`src/hw/rtl/lpfr_pkg.sv`:
```
package lpfr_pkg;

    // fixed field widths on the ports
    localparam int PAGE_W      = 16;
    localparam int FRAME_IDX_W = 3;
    localparam int CFG_W       = 4;
    localparam int S_TDATA_W   = 16;
    localparam int M_TDATA_W   = 24;
    localparam int M_TUSER_W   = 2;

    // widest slot index over the supported frame counts (up to 64)
    localparam int MAX_SLOT_W  = 6;

    // frame count after reset
    localparam int ACTIVE_RESET = 8;

    // recency update command from the sequencer to the rank block
    typedef struct packed {
        logic                  en;
        logic                  clear;
        logic                  set_valid;
        logic                  age_all;
        logic [MAX_SLOT_W-1:0] slot;
        logic [MAX_SLOT_W-1:0] limit;
    } lpfr_upd_t;

endpackage

```
`src/hw/rtl/lpfr_page_store.sv`:
```
module lpfr_page_store #(
    parameter int DEPTH = 8,
    parameter int WIDTH = 16,
    parameter int AW    = 3
) (
    input  logic             aclk,
    input  logic             we,
    input  logic [AW-1:0]    wr_addr,
    input  logic [WIDTH-1:0] wr_data,
    input  logic [AW-1:0]    rd_addr,
    output logic [WIDTH-1:0] rd_data
);

    logic [WIDTH-1:0] mem [DEPTH];
    logic [WIDTH-1:0] rd_data_reg;
    logic [WIDTH-1:0] fwd_data_reg;
    logic             fwd_reg;

    always_ff @(posedge aclk) begin
        if (we) begin
            mem[wr_addr] <= wr_data;
        end
        rd_data_reg <= mem[rd_addr];
    end

    // a read and a write to the same entry at one edge returns the new data
    always_ff @(posedge aclk) begin
        fwd_reg      <= we && (wr_addr == rd_addr);
        fwd_data_reg <= wr_data;
    end

    assign rd_data = fwd_reg ? fwd_data_reg : rd_data_reg;

endmodule

```
`src/hw/rtl/lpfr_recency.sv`:
```
module lpfr_recency
    import lpfr_pkg::*;
#(
    parameter int FRAME_SLOTS = 8,
    parameter int SLOT_W      = 3
) (
    input  logic                   aclk,
    input  logic                   aresetn,
    input  lpfr_upd_t              upd,
    input  logic [SLOT_W-1:0]      rd_idx,
    output logic                   valid_at,
    output logic [SLOT_W-1:0]      rank_at,
    output logic [FRAME_SLOTS-1:0] valid_vec
);

    logic [FRAME_SLOTS-1:0] valid_reg;
    logic [FRAME_SLOTS-1:0] valid_next;
    logic [SLOT_W-1:0]      rank_reg  [FRAME_SLOTS];
    logic [SLOT_W-1:0]      rank_next [FRAME_SLOTS];
    logic [SLOT_W-1:0]      upd_slot;
    logic [SLOT_W-1:0]      upd_limit;

    assign upd_slot  = upd.slot[SLOT_W-1:0];
    assign upd_limit = upd.limit[SLOT_W-1:0];

    // frames update in parallel: touched one newest; younger ones age, all if age_all
    always_comb begin
        for (int k = 0; k < FRAME_SLOTS; k++) begin
            valid_next[k] = valid_reg[k];
            rank_next[k]  = rank_reg[k];
            if (upd.clear) begin
                valid_next[k] = 1'b0;
                rank_next[k]  = '0;
            end else if (upd.en) begin
                if (upd_slot == SLOT_W'(k)) begin
                    rank_next[k] = '0;
                    if (upd.set_valid) begin
                        valid_next[k] = 1'b1;
                    end
                end else if (valid_reg[k] && (upd.age_all || rank_reg[k] < upd_limit)) begin
                    rank_next[k] = rank_reg[k] + 1'b1;
                end
            end
        end
    end

    always_ff @(posedge aclk) begin
        if (!aresetn) begin
            valid_reg <= '0;
            for (int k = 0; k < FRAME_SLOTS; k++) begin
                rank_reg[k] <= '0;
            end
        end else begin
            valid_reg <= valid_next;
            for (int k = 0; k < FRAME_SLOTS; k++) begin
                rank_reg[k] <= rank_next[k];
            end
        end
    end

    assign valid_at  = valid_reg[rd_idx];
    assign rank_at   = rank_reg[rd_idx];
    assign valid_vec = valid_reg;

endmodule

```
`src/hw/rtl/lru_page_frame_replacer.sv`:
```
// LRU page frame replacer.
// s_ channel: one page reference per transaction, page number in s_tdata, s_tlast marks
// the final reference of a string; the frames are emptied after that reference.
// m_ channel: one result per reference: hit or fault, frame used, evicted page, and
// s_tlast echoed on m_tlast.
// cfg channel: writes active_frames (0 acts as 1, values above FRAME_SLOTS saturate);
// every write also empties all frames. Write it only while no reference is in flight.
// Timing: the page store has one read port and the scan reads one frame per cycle over
// the active frames, then the update state writes the page store on a fault and updates
// all ranks in parallel. The next reference is accepted in the update state, once the
// output register is free.
// Reset empties all frames and sets active_frames to 8 (or FRAME_SLOTS if smaller).
// The result sits in an output register; if m_tready is low while a second result is
// ready, the update cycle holds and s_tready stays low until the register frees up.
module lru_page_frame_replacer
    import lpfr_pkg::*;
#(
    parameter int FRAME_SLOTS = 8,
    parameter int PAGE_BITS   = 16
) (
    input  logic                 aclk,
    input  logic                 aresetn,
    input  logic                 cfg_valid,
    output logic                 cfg_ready,
    input  logic [CFG_W-1:0]     cfg_data,   // active_frames
    input  logic                 s_tvalid,
    output logic                 s_tready,
    input  logic [S_TDATA_W-1:0] s_tdata,    // [15:0] page_number
    input  logic                 s_tlast,
    output logic                 m_tvalid,
    input  logic                 m_tready,
    output logic [M_TDATA_W-1:0] m_tdata,    // [2:0] frame_index, [18:3] evicted_page, rest 0
    output logic [M_TUSER_W-1:0] m_tuser,    // [0] hit, [1] evicted_valid
    output logic                 m_tlast
);

    localparam int SLOT_W = (FRAME_SLOTS > 1) ? $clog2(FRAME_SLOTS) : 1;
    localparam int RESET_FRAMES = (FRAME_SLOTS < ACTIVE_RESET) ? FRAME_SLOTS : ACTIVE_RESET;
    localparam logic [SLOT_W-1:0] LAST_IDX_RST = SLOT_W'(RESET_FRAMES - 1);

    localparam logic [1:0] ST_IDLE   = 2'd0;
    localparam logic [1:0] ST_SCAN   = 2'd1;
    localparam logic [1:0] ST_UPDATE = 2'd2;

    logic [1:0]           state_reg;
    logic [1:0]           state_next;
    logic [SLOT_W-1:0]    idx_reg;
    logic [SLOT_W-1:0]    last_idx_reg;
    logic [SLOT_W-1:0]    last_idx_next;
    logic [PAGE_BITS-1:0] page_reg;
    logic                 last_reg;
    logic                 hit_found_reg;
    logic [SLOT_W-1:0]    hit_slot_reg;
    logic [SLOT_W-1:0]    hit_rank_reg;
    logic                 empty_found_reg;
    logic [SLOT_W-1:0]    empty_slot_reg;
    logic [SLOT_W-1:0]    old_slot_reg;
    logic [SLOT_W-1:0]    old_rank_reg;
    logic [PAGE_BITS-1:0] old_page_reg;

    logic                   m_valid_reg;
    logic                   m_hit_reg;
    logic [FRAME_IDX_W-1:0] m_frame_reg;
    logic                   m_ev_valid_reg;
    logic [PAGE_W-1:0]      m_ev_page_reg;
    logic                   m_last_reg;

    logic                   s_accept;
    logic                   cfg_wr;
    logic                   out_free;
    logic                   upd_go;
    logic                   scan_last;
    logic [SLOT_W-1:0]      rd_addr;
    logic [PAGE_BITS-1:0]   page_rd;
    logic                   valid_at;
    logic [SLOT_W-1:0]      rank_at;
    logic [FRAME_SLOTS-1:0] valid_vec;
    logic [SLOT_W-1:0]      slot_sel;
    logic                   evict;
    lpfr_upd_t              upd;

    assign out_free  = !m_valid_reg || m_tready;
    assign upd_go    = (state_reg == ST_UPDATE) && out_free;
    assign s_tready  = (state_reg == ST_IDLE) || upd_go;
    assign s_accept  = s_tvalid && s_tready;
    assign cfg_ready = (state_reg == ST_IDLE);
    assign cfg_wr    = cfg_valid && cfg_ready;
    assign scan_last = (idx_reg == last_idx_reg);

    // entry 0 is read whenever no scan runs, so the scan starts with its data
    assign rd_addr = ((state_reg == ST_SCAN) && !scan_last) ? idx_reg + 1'b1 : '0;

    always_comb begin
        if (cfg_data == '0) begin
            last_idx_next = '0;
        end else if (int'(cfg_data) > FRAME_SLOTS) begin
            last_idx_next = SLOT_W'(FRAME_SLOTS - 1);
        end else begin
            last_idx_next = SLOT_W'(int'(cfg_data) - 1);
        end
    end

    always_comb begin
        state_next = state_reg;
        case (state_reg)
            ST_IDLE: begin
                if (s_accept) begin
                    state_next = ST_SCAN;
                end
            end
            ST_SCAN: begin
                if (scan_last) begin
                    state_next = ST_UPDATE;
                end
            end
            ST_UPDATE: begin
                if (s_accept) begin
                    state_next = ST_SCAN;
                end else if (upd_go) begin
                    state_next = ST_IDLE;
                end
            end
            default: begin
                state_next = ST_IDLE;
            end
        endcase
    end

    always_ff @(posedge aclk) begin
        if (!aresetn) begin
            state_reg    <= ST_IDLE;
            last_idx_reg <= LAST_IDX_RST;
        end else begin
            state_reg <= state_next;
            if (cfg_wr) begin
                last_idx_reg <= last_idx_next;
            end
        end
    end

    // scan: one frame per cycle, first hit, first empty frame and oldest frame
    always_ff @(posedge aclk) begin
        if (!aresetn) begin
            hit_found_reg   <= 1'b0;
            empty_found_reg <= 1'b0;
        end else if (s_accept) begin
            hit_found_reg   <= 1'b0;
            empty_found_reg <= 1'b0;
        end else if (state_reg == ST_SCAN) begin
            if (!hit_found_reg && valid_at && (page_rd == page_reg)) begin
                hit_found_reg <= 1'b1;
            end
            if (!empty_found_reg && !valid_at) begin
                empty_found_reg <= 1'b1;
            end
        end
    end

    always_ff @(posedge aclk) begin
        if (s_accept) begin
            idx_reg  <= '0;
            page_reg <= PAGE_BITS'(s_tdata);
            last_reg <= s_tlast;
        end else if (state_reg == ST_SCAN) begin
            if (!scan_last) begin
                idx_reg <= idx_reg + 1'b1;
            end
            if (!hit_found_reg && valid_at && (page_rd == page_reg)) begin
                hit_slot_reg <= idx_reg;
                hit_rank_reg <= rank_at;
            end
            if (!empty_found_reg && !valid_at) begin
                empty_slot_reg <= idx_reg;
            end
            if ((idx_reg == '0) || (rank_at > old_rank_reg)) begin
                old_slot_reg <= idx_reg;
                old_rank_reg <= rank_at;
                old_page_reg <= page_rd;
            end
        end
    end

    assign evict = !hit_found_reg && !empty_found_reg;

    always_comb begin
        if (hit_found_reg) begin
            slot_sel = hit_slot_reg;
        end else if (empty_found_reg) begin
            slot_sel = empty_slot_reg;
        end else begin
            slot_sel = old_slot_reg;
        end
    end

    always_comb begin
        upd.en        = upd_go;
        upd.clear     = (upd_go && last_reg) || cfg_wr;
        upd.set_valid = !hit_found_reg;
        upd.age_all   = !hit_found_reg;
        upd.slot      = MAX_SLOT_W'(slot_sel);
        upd.limit     = MAX_SLOT_W'(hit_rank_reg);
    end

    lpfr_page_store #(
        .DEPTH (FRAME_SLOTS),
        .WIDTH (PAGE_BITS),
        .AW    (SLOT_W)
    ) u_page_store (
        .aclk    (aclk),
        .we      (upd_go && !hit_found_reg),
        .wr_addr (slot_sel),
        .wr_data (page_reg),
        .rd_addr (rd_addr),
        .rd_data (page_rd)
    );

    lpfr_recency #(
        .FRAME_SLOTS (FRAME_SLOTS),
        .SLOT_W      (SLOT_W)
    ) u_recency (
        .aclk      (aclk),
        .aresetn   (aresetn),
        .upd       (upd),
        .rd_idx    (idx_reg),
        .valid_at  (valid_at),
        .rank_at   (rank_at),
        .valid_vec (valid_vec)
    );

    always_ff @(posedge aclk) begin
        if (!aresetn) begin
            m_valid_reg <= 1'b0;
        end else if (upd_go) begin
            m_valid_reg <= 1'b1;
        end else if (m_tready) begin
            m_valid_reg <= 1'b0;
        end
    end

    always_ff @(posedge aclk) begin
        if (upd_go) begin
            m_hit_reg      <= hit_found_reg;
            m_frame_reg    <= FRAME_IDX_W'(slot_sel);
            m_ev_valid_reg <= evict;
            m_ev_page_reg  <= evict ? PAGE_W'(old_page_reg) : '0;
            m_last_reg     <= last_reg;
        end
    end

    assign m_tvalid = m_valid_reg;
    assign m_tdata  = {{(M_TDATA_W - PAGE_W - FRAME_IDX_W){1'b0}}, m_ev_page_reg, m_frame_reg};
    assign m_tuser  = {m_ev_valid_reg, m_hit_reg};
    assign m_tlast  = m_last_reg;

    // a hit always refers to a frame that holds a page
    a_hit_on_valid: assert property (@(posedge aclk) disable iff (!aresetn)
        upd_go && hit_found_reg |-> valid_vec[hit_slot_reg])
        else $error("hit reported on an empty frame");

    // after the final reference of a string every frame is empty
    a_clear_after_last: assert property (@(posedge aclk) disable iff (!aresetn)
        upd_go && last_reg |=> (valid_vec == '0))
        else $error("frames not emptied after last reference");

    // eviction only happens on a fault
    a_evict_not_hit: assert property (@(posedge aclk) disable iff (!aresetn)
        m_tvalid |-> !(m_tuser[0] && m_tuser[1]))
        else $error("eviction reported on a hit");

endmodule

```
`config.mk`:
```
export PLATFORM = sky130hd
export DESIGN_NAME = lru_page_frame_replacer
export DESIGN_NICKNAME = d
export VERILOG_FILES = /design/src/hw/rtl/lpfr_pkg.sv /design/src/hw/rtl/lpfr_page_store.sv /design/src/hw/rtl/lpfr_recency.sv /design/src/hw/rtl/lru_page_frame_replacer.sv
export SDC_FILE = /design/constraint.sdc
export NUM_CORES = 1
export LEC_CHECK = 0
export BUFFER_PORTS_ARGS = -buffer_cell sky130_fd_sc_hd__buf_2
export CAP_MARGIN = 10
export CORE_MARGIN = 2
export CORE_UTILIZATION = 60
export DETAILED_ROUTE_END_ITERATION = 8
export PLACE_DENSITY = 0.78
export SLEW_MARGIN = 20
export SYNTH_ARGS = -nofsm -noshare
export SYNTH_HDL_FRONTEND = slang
export SYNTH_HIERARCHICAL = 1
export SYNTH_SLANG_ARGS = --single-unit
export TNS_END_PERCENT = 100
```
`constraint.sdc`:
```
create_clock -name aclk -period 5.2 [get_ports aclk]
set_input_delay 0.26 -clock aclk [delete_from_list [all_inputs] [get_ports aclk]]
set_output_delay 0.26 -clock aclk [all_outputs]
set_load 0.005 [all_outputs]
```
Word-level counts from Yosys, hierarchy flattened
Memories as Yosys holds them, arrays and structs flattened. A register that Yosys moved wholly into a read port is not among the register bits.
Index checks and enable logic that the tools add are counted.
{"block": "classes", "n_addsub": 10, "multipliers": 0, "div": 0, "magnitude_cmp": 11, "n_eq_ne": 15, "shift": 0, "n_mux": 61, "bitwise_logic": 12, "n_reduce_logical": 58}
{"cell": "2-to-1 mux 3 bit", "n": 47}
{"cell": "AND reduction 3 bit", "n": 12}
{"cell": "adder 3 x 1 -> 3 bit (second input constant)", "n": 9}
{"cell": "less-than comparator 3 bit", "n": 8}
{"cell": "logical AND 1 bit", "n": 19}
{"cell": "== test 16 bit", "n": 1}
{"cell": "2-to-1 mux 16 bit", "n": 1}
{"cell": "== test 3 bit (second input constant)", "n": 4}
{"cell": "logical OR 1 bit", "n": 12}
{"cell": "2-to-1 mux 2 bit", "n": 4}
{"cell": "OR 1 bit", "n": 8}
{"cell": "2-to-1 mux 1 bit", "n": 7}
{"cell": "== test 3 x 2 -> 1 bit (second input constant)", "n": 2}
{"cell": "== test 3 bit", "n": 2}
{"cell": "zero test 3 bit", "n": 2}
{"cell": "case mux 2 bit (3 select lines)", "n": 1}
{"cell": "AND reduction 2 bit", "n": 3}
{"cell": "zero test 1 bit", "n": 5}
{"cell": "greater-than comparator 4 bit (second input constant)", "n": 1}
{"cell": "zero test 4 bit", "n": 1}
{"cell": "less-than comparator 3 x 4 -> 1 bit (second input constant)", "n": 1}
{"cell": "NOT 1 bit", "n": 4}
{"cell": "OR reduction 2 bit", "n": 2}
{"cell": "binary-select mux 1 bit (select 3 bit)", "n": 1}
{"cell": "10 further kinds", "n": 10}
{"block": "word_totals", "register_bits": 106, "latch_bits": 0, "ramBits": 152, "mem_bits_ro": 0, "input_bits": 26, "output_inout_bits": 30, "wordCells": 198, "n_memories": 2}
{"name": "u_page_store.mem", "words": 8, "word_bits": 16, "rd": 1, "rd_clocked_by_memory_dff": 1, "wr": 1, "line_no": "lpfr_page_store.sv:14", "source": "logic [WIDTH-1:0] mem [DEPTH];"}
{"name": "u_recency.rank_reg", "words": 8, "word_bits": 3, "rd": 9, "rd_clocked_by_memory_dff": 1, "wr": 8, "line_no": "lpfr_recency.sv:18", "source": "logic [SLOT_W-1:0] rank_reg [FRAME_SLOTS];"}

Depth between registers and ports, before layout
Gate-level depths: netlist of run 1.
An unclocked memory read counts as a cell.
{"block": "depth", "ltp_word": 9, "depth_mapped": 10, "mapped_depth_nobuf": 8}

By module
Netlist of run 1, hierarchy kept.
{"module": "lpfr_page_store", "n_inst": 1, "cells_per_inst": 254, "area_per_inst_um2": 5853.1, "seq_area_each_um2": 4504.3}
{"module": "lru_page_frame_replacer", "n_inst": 1, "cells_per_inst": 223, "area_per_inst_um2": 3270.6, "seq_area_each_um2": 2322.2}
{"module": "lpfr_recency", "n_inst": 1, "cells_per_inst": 297, "area_per_inst_um2": 2543.7, "seq_area_each_um2": 640.6}

Worst setup path before layout of run 1
No wires, ideal clock.
{"block": "synth_timing", "path_kind": "register to register", "from": "reg idx_reg[0]", "to": "reg old_page_reg[0], enable pin", "setup_time_ns": 0.408, "t_arrival_ns": 3.128, "t_required_ns": 4.792, "setup_slack_ns": 1.664, "path_stages_with_launch": 9, "path_buffers": 1, "synth_period_minus_slack_ns": 3.536, "path_cell_list": "dfxtp_1 buf_2 mux4_2 mux2_2 ha_1 nor2b_1 o21a_1 o21ai_1 a21oi_1"}
{"block": "synth_between", "elab_chain_cells": 3}
{"item": "start, declared", "line_no": "lru_page_frame_replacer.sv:47", "source": "logic [SLOT_W-1:0] idx_reg;"}
{"item": "start signal, assigned", "line_no": "lru_page_frame_replacer.sv:166", "source": "idx_reg <= idx_reg + 1'b1;"}
{"item": "zero test 3 bit", "line_no": "lru_page_frame_replacer.sv:175", "source": "if ((idx_reg == '0) || (rank_at > old_rank_reg)) begin"}
{"item": "logical OR 1 bit", "line_no": "lru_page_frame_replacer.sv:175"}
{"item": "AND reduction 3 bit (no line)"}
{"item": "end signal, assigned", "line_no": "lru_page_frame_replacer.sv:178", "source": "old_page_reg <= page_rd;"}
{"item": "end, declared", "line_no": "lru_page_frame_replacer.sv:59", "source": "logic [PAGE_BITS-1:0] old_page_reg;"}
No other way between the ends.
A chain may end at the register's enable or synchronous reset.

Worst setup path in the final report of run 1
{"block": "layout_timing", "from": "reg u_page_store.fwd_reg", "to": "reg hit_slot_reg[1], enable pin"}
{"block": "layout_between", "elab_chain_cells": 4}
{"item": "start, declared", "line_no": "lpfr_page_store.sv:17", "source": "logic fwd_reg;"}
{"item": "start signal, assigned", "line_no": "lpfr_page_store.sv:28", "source": "fwd_reg <= we && (wr_addr == rd_addr);"}
{"item": "2-to-1 mux 16 bit", "line_no": "lpfr_page_store.sv:32", "source": "assign rd_data = fwd_reg ? fwd_data_reg : rd_data_reg;"}
{"item": "named net page_rd[0]", "line_no": "lru_page_frame_replacer.sv:74", "source": "logic [PAGE_BITS-1:0] page_rd;"}
{"item": "== test 16 bit", "line_no": "lru_page_frame_replacer.sv:168", "source": "if (!hit_found_reg && valid_at && (page_rd == page_reg)) begin"}
{"item": "logical AND 1 bit", "line_no": "lru_page_frame_replacer.sv:168"}
{"item": "AND reduction 3 bit (no line)"}
{"item": "end signal, assigned", "line_no": "lru_page_frame_replacer.sv:169", "source": "hit_slot_reg <= idx_reg;"}
{"item": "end, declared", "line_no": "lru_page_frame_replacer.sv:53", "source": "logic [SLOT_W-1:0] hit_slot_reg;"}
The timed path passes the listed nets, and every way through them passes these cells.

==> reports/qor.csv, run 1 <==
metric,value,unit
P_leak,4.63,nW
largest net degree at the start of global routing,36,
minimum clock period,3.17,ns
unrepaired setup endpoints after global routing,false,
Initial Util,0.605,
relative slew slack,0.231,
worst skew pair latency,0.53,ns
vias in the first global route,7153,
Crit Path Class,register to register,
share of the synthesized area in the top cell type,0.510,
PortBufs,50,
Largest register FFs,128,
Area Overhead vs Synth,12.7,%
async set-reset flop share out of synthesis,0,
Synthesis Warnings,6,
Seq. cell area,0.00747,sq mm
RD Place Congestion,0.799,
pre-CTS WS,2.10,ns
Residual DRC,0,
Power Total,4.58,mW
post-synthesis sequential area ratio,0.640,
initial antenna violation count,0,
Clock Skew,0.0195,ns
nets,901,
CP arrival,3.32,ns
routed vias,7080,
io pins,56,
mux cell area share after synthesis,0.123,
Synth Area in XOR/XNOR,0.0173,
largest cells by area after synthesis,"edfxtp_1, dfxtp_1, mux4_1",
main combinational cell family by area after synthesis,multiplexers,
Pre-antenna DRT Iters,8,
Worst Hold Class,input pin to register,
routed wire length,26000,um
design area,0.0132,sq mm
DP Area,0.0122,sq mm
Highest Clock Rate,316,MHz
Slew @ Worst Pin,1.15,ns
period utilization,0.609,
hold buffer count at cts,18,
number of synthesized register bits,274,
CP endpoint kind,register,
"Clk pin slew, worst setup/hold paths",0.06,ns
total core area,0.0193,sq mm
CTS Buf Count,26,
status,finished clean,
Post-Synth Adder-Cell Area,0.0339,
Post-CTS Setup Bufs,0,
fill count,1313,
final worst setup slack,2.03,ns
Final Hold Viols,0,
Worst setup SP type,register,
Mapped Area,0.0117,sq mm
ANT cells,0,
GRT Overall Usage,0.255,
Synth Instances,774,
Die X,143,um
Netlist cell types,62,
setup TNS,0,ns
Post-Synth Simple-Gate Area,0.0916,
fin. max-slew vios,0,
crit-path max FO,16,
CTS H-tree depth,1,
Max Cap Viol,0,
multi-input logic area,0.00391,sq mm
row count,51,
CTS Root Cell,clkbuf_16,
routed length per placed instance,23.1,um
"area leader, netlist",edfxtp_1,
first-pass GRT wire length,39400,um
clk sink count,274,
Die H,143,um
fraction of layout cells with a size suffix above 1,0.189,
Max Buffers Root-to-Sink,3,
Worst EP required,5.35,ns
grt total ovfl,0,
die area,0.0206,sq mm
CTS tree,done,
Synth Flop Type,edfxtp_1,
complex-gate fraction of the synthesized area,0.0645,
Via density,6.27,
Synth Area per Inst,15.1,sq um
maximum VDD drop,357,uV
hpwl dp,15400,um
# setup viols final,0,
Post-synth EDFFs,198,
initial DRC count,667,
Detail Route Antenna Nets,0,
post_cts resized,0,
Cell Pwr Density,348,mW/mm^2
==> worst max-delay path, cell delays in order, from the launching register on <==
cell	delay, ns
dfxtp_1	0.87
mux2_2	0.43
xor2_1	0.15
nor4_1	0.49
nand4b_1	0.17
nor3_1	0.68
==> report_power, final <==
group | total, mW | internal (mW) | switching (mW)
sequential | 2.46 | 2.41 | 0.0522
clock | 1.81 | 1.05 | 0.767
combinational | 0.304 | 0.137 | 0.167
total | 4.58 | 3.59 | 0.986
==> per-layer routing <==
metal | track usage | up-vias | part of all wire
met5 | 0 | - | 0
li1 | - | 3156 | -
met1 | 0.320 | 3518 | 0.38
met2 | 0.452 | 350 | 0.52
met4 | 0.0913 | 0 | 0.023
met3 | 0.0407 | 56 | 0.072
==> through the flow <==
stage	hold WS (ns)	utilization	instances
2_1_floorplan	0.359	-	778
3_3_place_gp	0.437	0.631	1064
3_5_place_dp	0.438	0.631	1064
4_1_cts	0.0246	0.682	1129
5_1_grt	0.0445	0.683	1129
6_report	0.0392	0.683	1129
==> Yosys cell counts (13+ instances only) <==
| cell | n |
|---|---|
| edfxtp_1 | 198 |
| ha_1 | 30 |
| dfxtp_1 | 76 |
| mux4_1 | 25 |
| and2_1 | 18 |
| nand2_1 | 39 |
| mux4_2 | 15 |
| o22ai_1 | 16 |
| nand2b_1 | 14 |
| nand3_1 | 22 |
| nor2_1 | 29 |
| o2111ai_1 | 13 |
| clkbuf_1 | 16 |
| mux2_2 | 36 |
| inv_1 | 29 |
| a21oi_1 | 16 |
| a31oi_1 | 19 |
| nor4b_1 | 15 |
==> cells in the final DEF (no fill, tap or decap), types with 5 or more instances in the layout <==
| cell type | n |
|---|---|
| a21o_1 | 7 |
| clkbuf_1 | 10 |
| nand3b_1 | 5 |
| inv_1 | 29 |
| mux4_2 | 15 |
| nand3_1 | 22 |
| and3_1 | 5 |
| nand2b_1 | 14 |
| ha_1 | 30 |
| o2111ai_1 | 13 |
| buf_2 | 50 |
| edfxtp_1 | 198 |
| mux2_2 | 36 |
| dfxtp_1 | 76 |
| buf_4 | 12 |
| xor2_1 | 11 |
| nor4b_1 | 15 |
| clkbuf_16 | 27 |
| dlygate4sd3_1 | 18 |
| and2_1 | 17 |
| conb_1 | 5 |
| a31oi_1 | 19 |
| o21a_1 | 6 |
| clkinv_2 | 5 |
| mux4_1 | 25 |
| a21oi_1 | 15 |
| xnor2_1 | 12 |
| nor2_1 | 27 |
| nor3_1 | 5 |
| o22ai_1 | 16 |
| nand2_1 | 39 |
| nor3b_1 | 8 |
==> final cells by class <==
type                    instances  area share
inverters                      30     0.00856
clock inverters                 7     0.00447
well taps                     265      0.0252
repair buffers                 80      0.0396
clock buffers                  40      0.0574
multi-input cells             433       0.297
flip-flops and latches        274       0.568
==> cell families (layout without fill, tap and decap cells) <==
group / Yosys count / count (layout)
buf+inv: 71 / 157
mux: 80 / 80
other cells: 1 / 5
xor+xnor: 23 / 23
fa+ha+maj: 32 / 32
compound gates: 105 / 105
simple gates: 188 / 188
flops: 274 / 274
==> final timing paths <==
| kind | startpoint | to | slack, ns | cells past startpoint |
|---|---|---|---|---|
| min | m_tready | m_tvalid | 0.04 | 3 |
| max | u_page_store/fwd_reg | hit_slot_reg[1] | 2.03 | 5 |
| min reg2reg | last_reg | m_tlast | 0.48 | 0 |
| max reg2reg | u_page_store/fwd_reg | hit_slot_reg[1] | 2.03 | 5 |
Note: power is estimated with default switching activity, not from simulation.
==> run 2: changes to the inputs <==
==> constraint.sdc (replaced) <==
create_clock -name aclk -period 3.3 [get_ports aclk]
set_input_delay 0.165 -clock aclk [delete_from_list [all_inputs] [get_ports aclk]]
set_output_delay 0.165 -clock aclk [all_outputs]
set_load 0.005 [all_outputs]
==> run 2 against run 1 <==
Effect of this change:
- power rose by 66%
- combinational power is 65% higher
- hold slack better by 0.053 ns
- global-route usage increased by 0.44 points
- worst setup slack worse by 1.6 ns
- critical path depth unchanged
- sequential power rose by 58%
- largest power group unchanged
==> reports/qor.csv, run 2 (synthesized netlist as in run 1, its figures left out) <==
metric,value,unit,change
Pre-antenna DRT Iters,7,,-1
"Clk pin slew, worst setup/hold paths",0.06,ns,about the same
CTS tree,done,,
Highest Clock Rate,343,MHz,+8.6%
Largest register FFs,128,,unchanged
initial DRC count,678,,+1.6%
flop2flop setup slack,0.38,ns,-1.65 ns
Detail Route Antenna Nets,0,,unchanged
status,finished clean,,
first-pass GRT wire length,40400,um,+2.5%
ANT cells,0,,unchanged
Max Cap Viol,0,,unchanged
Final Hold Viols,0,,unchanged
total core area,0.0193,sq mm,unchanged
"critical path, cell by cell",xnor2_1 -> a31oi_4 -> and2_4 -> mux4_1 -> mux2_2,,
top layer in use,met4,,
routed length per placed instance,22.9,um,-0.63%
worst skew pair latency,0.54,ns,about the same
post_cts resized,0,,unchanged
Via density,6.26,,-0.16%
row count,51,,unchanged
RD Place Congestion,0.836,,+4.6%
P_leak,4.77,nW,+3.1%
setup TNS,0,ns,unchanged
worst r2r src,idx_reg[2],,
buffers and inverters on the worst path,0,,unchanged
largest net degree at the start of global routing,34,,-5.6%
initial antenna violation count,0,,unchanged
CTS Buf Count,28,,+7.7%
"commonest non-fill, non-tap cells in the layout","edfxtp_1, dfxtp_1, buf_2",,
WP depth,5,,unchanged
unrepaired setup endpoints after global routing,false,,
M1 WL,10400,um,+4.1%
fraction of layout cells with a size suffix above 1,0.201,,+0.0125
metal3 WL,1760,um,-6.4%
CP arrival,3.34,ns,+0.02 ns
"CP delay by family, top",multiplexers,,
Post-CTS Setup Bufs,0,,unchanged
Residual DRC,0,,unchanged
die area,0.0206,sq mm,unchanged
Worst setup startpoint,idx_reg[2],,
Initial Util,0.605,,unchanged
maximum VDD drop,811,uV,+130%
period utilization,0.883,,+0.275
GRT Overall Usage,0.260,,+0.00436
Slew @ Worst Pin,1.01,ns,-0.145 ns
crit-path max FO,33,,+17
routed wire length,26400,um,+1.2%
Crit-path slowest cell,dfxtp_1,,
worst flop-to-flop path endpoint,u_page_store/rd_data_reg[13],,
CTS H-tree depth,1,,unchanged
Area Overhead vs Synth,15.1,%,
vias in the first global route,7320,,+2.3%
Worst Hold Class,input pin to register,,
Die H,143,um,unchanged
clk sink count,274,,unchanged
design area,0.0134,sq mm,+2.1%
Die X,143,um,unchanged
nets,919,,+2.0%
Crit Path Class,register to register,,
met2 wire length,13600,um,+0.35%
fin. max-slew vios,0,,unchanged
hold buffer count at cts,23,,+5
# setup viols final,0,,unchanged
Max Buffers Root-to-Sink,3,,unchanged
slowest cell delay on critical path,0.68,ns,-0.19 ns
relative slew slack,0.325,,+0.0939
grt total ovfl,0,,unchanged
Cell Pwr Density,567,mW/mm^2,+63%
minimum clock period,2.92,ns,-0.250 ns
r2r worst-path depth,5,,unchanged
hpwl dp,16600,um,+7.8%
PortBufs,50,,unchanged
CTS Root Cell,clkbuf_16,,
Setup crit end,u_page_store/rd_data_reg[13],,
routed vias,7200,,+1.7%
Clock Skew,0.00994,ns,-0.00955 ns
CP endpoint kind,register,,
Worst setup SP type,register,,
io pins,56,,unchanged
"most common cell after layout, fill and taps aside",edfxtp_1,,
Worst EP required,3.73,ns,-1.62 ns
DP Area,0.0122,sq mm,+0.64%
-- run 2: worst min-delay path by stage --
stage | from | end | slack, ns | cells past startpoint
floorplan | s_tlast | last_reg | 0.26 | 0
global placement | s_tlast | last_reg | 0.34 | 1
detailed placement | s_tdata[1] | page_reg[1] | 0.34 | 1
CTS | cfg_data[3] | last_idx_reg[0] | 0.08 | 4
global route | cfg_data[3] | last_idx_reg[0] | 0.11 | 4
finish | cfg_data[3] | last_idx_reg[0] | 0.09 | 4
-- run 2: metal layers --
| metal | track usage | vias to the layer above |
|---|---|---|
| li1 | - | 3194 |
| met1 | 0.335 | 3604 |
| met2 | 0.460 | 345 |
| met3 | 0.0407 | 57 |
| met4 | 0.0707 | 0 |
| met5 | 0 | - |
-- run 2: metrics by stage --
stage               total power, mW  setup WS [ns]  utilization  hold WS, ns  instances
finish                         7.61          0.385        0.697       0.0918       1150
global route                   7.84          0.265        0.697        0.108       1150
CTS                            7.64          0.383        0.697       0.0764       1150
detailed placement             4.42          0.418        0.635        0.343       1075
global placement               4.40          0.474        0.635        0.342       1075
floorplan                      4.28          0.239            -        0.264        778
-- run 2: layout make-up --
type	count	area [sq um]
clock buffer	42	825
clock inverter	10	138
fill	1265	5840
inverter	30	113
multi-input combinational	433	3900
sequential	274	7470
tap	265	332
timing repair buffer	96	653
-- run 2: tightest hold or removal path, cell delays in order --
cell and delay (ns):
buf_2 0.10, maj3_1 0.15, nand3_1 0.10, nand3_1 0.09
-- run 2: report_power, final --
group | internal, mW | switching, mW
logic | 0.235 | 0.266
registers | 3.80 | 0.0781
clock network | 1.96 | 1.27
total | 6.00 | 1.61
==> run 3: changes to the inputs <==
--- a/config.mk
+++ b/config.mk
@@ -10,7 +10,7 @@
 export CORE_MARGIN = 2
 export CORE_UTILIZATION = 60
 export DETAILED_ROUTE_END_ITERATION = 8
-export PLACE_DENSITY = 0.78
+export PLACE_DENSITY_LB_ADDON = 0.25
 export SLEW_MARGIN = 20
 export SYNTH_ARGS = -nofsm -noshare
 export SYNTH_HDL_FRONTEND = slang
==> run 3 against run 2 <==
Effect of this change:
- cell count up 0.17%
- register-to-register slack improved by 0.06 ns
- core utilization increased by 0.18 points
- design area grew 0.26%
- hold slack improved by 0.014 ns
- global-route usage decreased by 0.30 points
- wire length down 0.97%
- die area stayed put
- clock-buffer cell count down 6
- combinational power grew 3%
- critical path depth up 3
- power fell by 0.44%
- largest power group unchanged
==> reports/qor.csv, run 3 (synthesized netlist as in run 1, its figures left out) <==
metric,value,unit,change
status,finished clean,,
"most common cell after layout, fill and taps aside",edfxtp_1,,
Die H,143,um,unchanged
CTS H-tree depth,1,,unchanged
Final Hold Viols,0,,unchanged
CP endpoint kind,register,,
P_leak,4.80,nW,+0.56%
hpwl dp,16500,um,-0.81%
CTS tree,done,,
fill count,1297,,+2.5%
relative slew slack,0.313,,-0.0118
initial antenna violation count,0,,unchanged
largest net degree at the start of global routing,36,,+5.9%
Comb pwr share,0.068,,+0.002
Detail Route Antenna Nets,0,,unchanged
Clock Skew,0.0238,ns,+0.0138 ns
design area,0.0135,sq mm,+0.26%
unrepaired setup endpoints after global routing,false,,
flop2flop setup slack,0.45,ns,+0.06 ns
Worst setup SP type,register,,
fraction of layout cells with a size suffix above 1,0.209,,+0.00744
Worst EP required,3.55,ns,-0.18 ns
period utilization,0.865,,-0.0183
Largest register FFs,128,,unchanged
grt total ovfl,0,,unchanged
Slew @ Worst Pin,1.03,ns,+0.0176 ns
io pins,56,,unchanged
minimum clock period,2.85,ns,-0.0603 ns
Initial Util,0.605,,unchanged
Via density,6.11,,-2.3%
Net Switching,1.66,mW,+2.9%
DP Area,0.0123,sq mm,+0.45%
Die X,143,um,unchanged
nets,922,,+0.33%
first-pass GRT wire length,39800,um,-1.4%
PortBufs,50,,unchanged
buffers and inverters on the worst path,1,,+1
final worst setup slack,0.445,ns,+0.0603 ns
row count,51,,unchanged
ANT cells,0,,unchanged
Pre-antenna DRT Iters,5,,-2
Min Hold Slack,0.106,ns,+0.0137 ns
Max Cap Viol,0,,unchanged
CTS Buf Count,27,,-3.6%
routed vias,7044,,-2.2%
Crit Path Class,register to register,,
# setup viols final,0,,unchanged
crit-path max FO,22,,-33%
Worst Hold Class,input pin to register,,
Highest Clock Rate,350,MHz,+2.1%
Sw Share,0.219,,+0.00707
Clock power frac,0.420,,-0.004
total core area,0.0193,sq mm,unchanged
fin. max-slew vios,0,,unchanged
"Clk pin slew, worst setup/hold paths",0.07,ns,about the same
clk sink count,274,,unchanged
internal power,5.92,mW,-1.3%
pre-CTS WS,0.461,ns,+0.0434 ns
initial DRC count,644,,-5.0%
Final Core Density,0.699,,+0.00182
Crit-path slowest cell,dfxtp_1,,
Sequential Power Share,0.512,,+0.002
"CP delay by family, top",multiplexers,,
worst skew pair latency,0.55,ns,about the same
setup TNS,0,ns,unchanged
CTS Root Cell,clkbuf_16,,
routed length per placed instance,22.7,um,-1.1%
Max Buffers Root-to-Sink,3,,unchanged
Cell Pwr Density,563,mW/mm^2,-0.70%
die area,0.0206,sq mm,unchanged
"critical path, cell by cell",mux4_2 -> mux2_2 -> ha_1 -> nor2b_1 -> o21a_1 -> o21ai_1 -> a21oi_2 -> buf_12,,
RD Place Congestion,0.860,,+2.9%
CP arrival,3.11,ns,-0.23 ns
"commonest non-fill, non-tap cells in the layout","edfxtp_1, dfxtp_1, buf_2",,
Residual DRC,0,,unchanged
slowest cell delay on critical path,0.60,ns,-0.08 ns
vias in the first global route,7252,,-0.93%
routed wire length,26100,um,-0.97%
Area Overhead vs Synth,15.4,%,
GRT Overall Usage,0.257,,-0.00301
maximum VDD drop,498,uV,-39%
-- run 3: cell types whose count changed in the layout (fill, tap and decap cells not counted) --
cell       change
clkbuf_1       -6
clkinv_4       +1
inv_4          +1
buf_12         +2
buf_4          +2
bufinv_16      -1
clkinv_8       -1
inv_16         +1
clkinv_1       +1
clkinv_2       +2
-- run 3: worst reg2reg max path, cell delays in order (launching register included) --
cell and delay [ns]:
dfxtp_1 0.60, mux4_2 0.57, mux2_2 0.33, ha_1 0.30
nor2b_1 0.16, o21a_1 0.14, o21ai_1 0.07, a21oi_2 0.19
buf_12 0.20
-- run 3: path summary, 6_finish.rpt --
kind,startpoint,to,cells after the start
worst max-delay path,idx_reg[0],old_slot_reg[1],8
worst min-delay path,cfg_data[3],last_idx_reg[0],4
worst max register to register,idx_reg[0],old_slot_reg[1],8
worst min register to register,last_reg,m_tlast,0
-- run 3: stage by stage --
| stage | power, mW | std cells |
|---|---|---|
| after global routing | 7.80 | 1152 |
| after detailed placement | 4.44 | 1079 |
| after CTS | 7.61 | 1152 |
| after floorplan | 4.28 | 778 |
| after global placement | 4.42 | 1079 |
| final | 7.58 | 1152 |
-- run 3: timing repair --
item,in CTS,in global routing
endpoints found under the hold margin,24,0
setup buffers,0,0
resized for setup,0,0
hold buffers,23,0
-- run 3: layout make-up --
| type | instances | area [sq um] | area share |
|---|---|---|---|
| Sequential cell | 274 | 7470 | 0.555 |
| Multi-Input combinational cell | 433 | 3900 | 0.290 |
| Clock buffer | 36 | 802 | 0.0596 |
| Timing Repair Buffer | 100 | 708 | 0.0526 |
| Tap cell | 265 | 332 | 0.0246 |
| Clock inverter | 14 | 140 | 0.0104 |
| Inverter | 30 | 113 | 0.00836 |
-- run 3: power groups by stage --
stage / Sequential [mW] / Clock, mW / Combinational [mW]
floorplan: 3.91 / 0 / 0.368
global placement: 3.95 / 0 / 0.473
detailed placement: 3.95 / 0 / 0.487
CTS: 3.88 / 3.22 / 0.514
global route: 3.89 / 3.36 / 0.554
finish: 3.88 / 3.19 / 0.514
-- run 3: metal layers --
metal / global-route usage / vias to the layer above / share of wire / routed length [um]
li1: - / 3210 / - / -
met1: 0.332 / 3541 / 0.41 / 10600
met2: 0.455 / 241 / 0.52 / 13500
met3: 0.0320 / 52 / 0.050 / 1300
met4: 0.0815 / 0 / 0.026 / 667
met5: 0 / - / 0 / 0
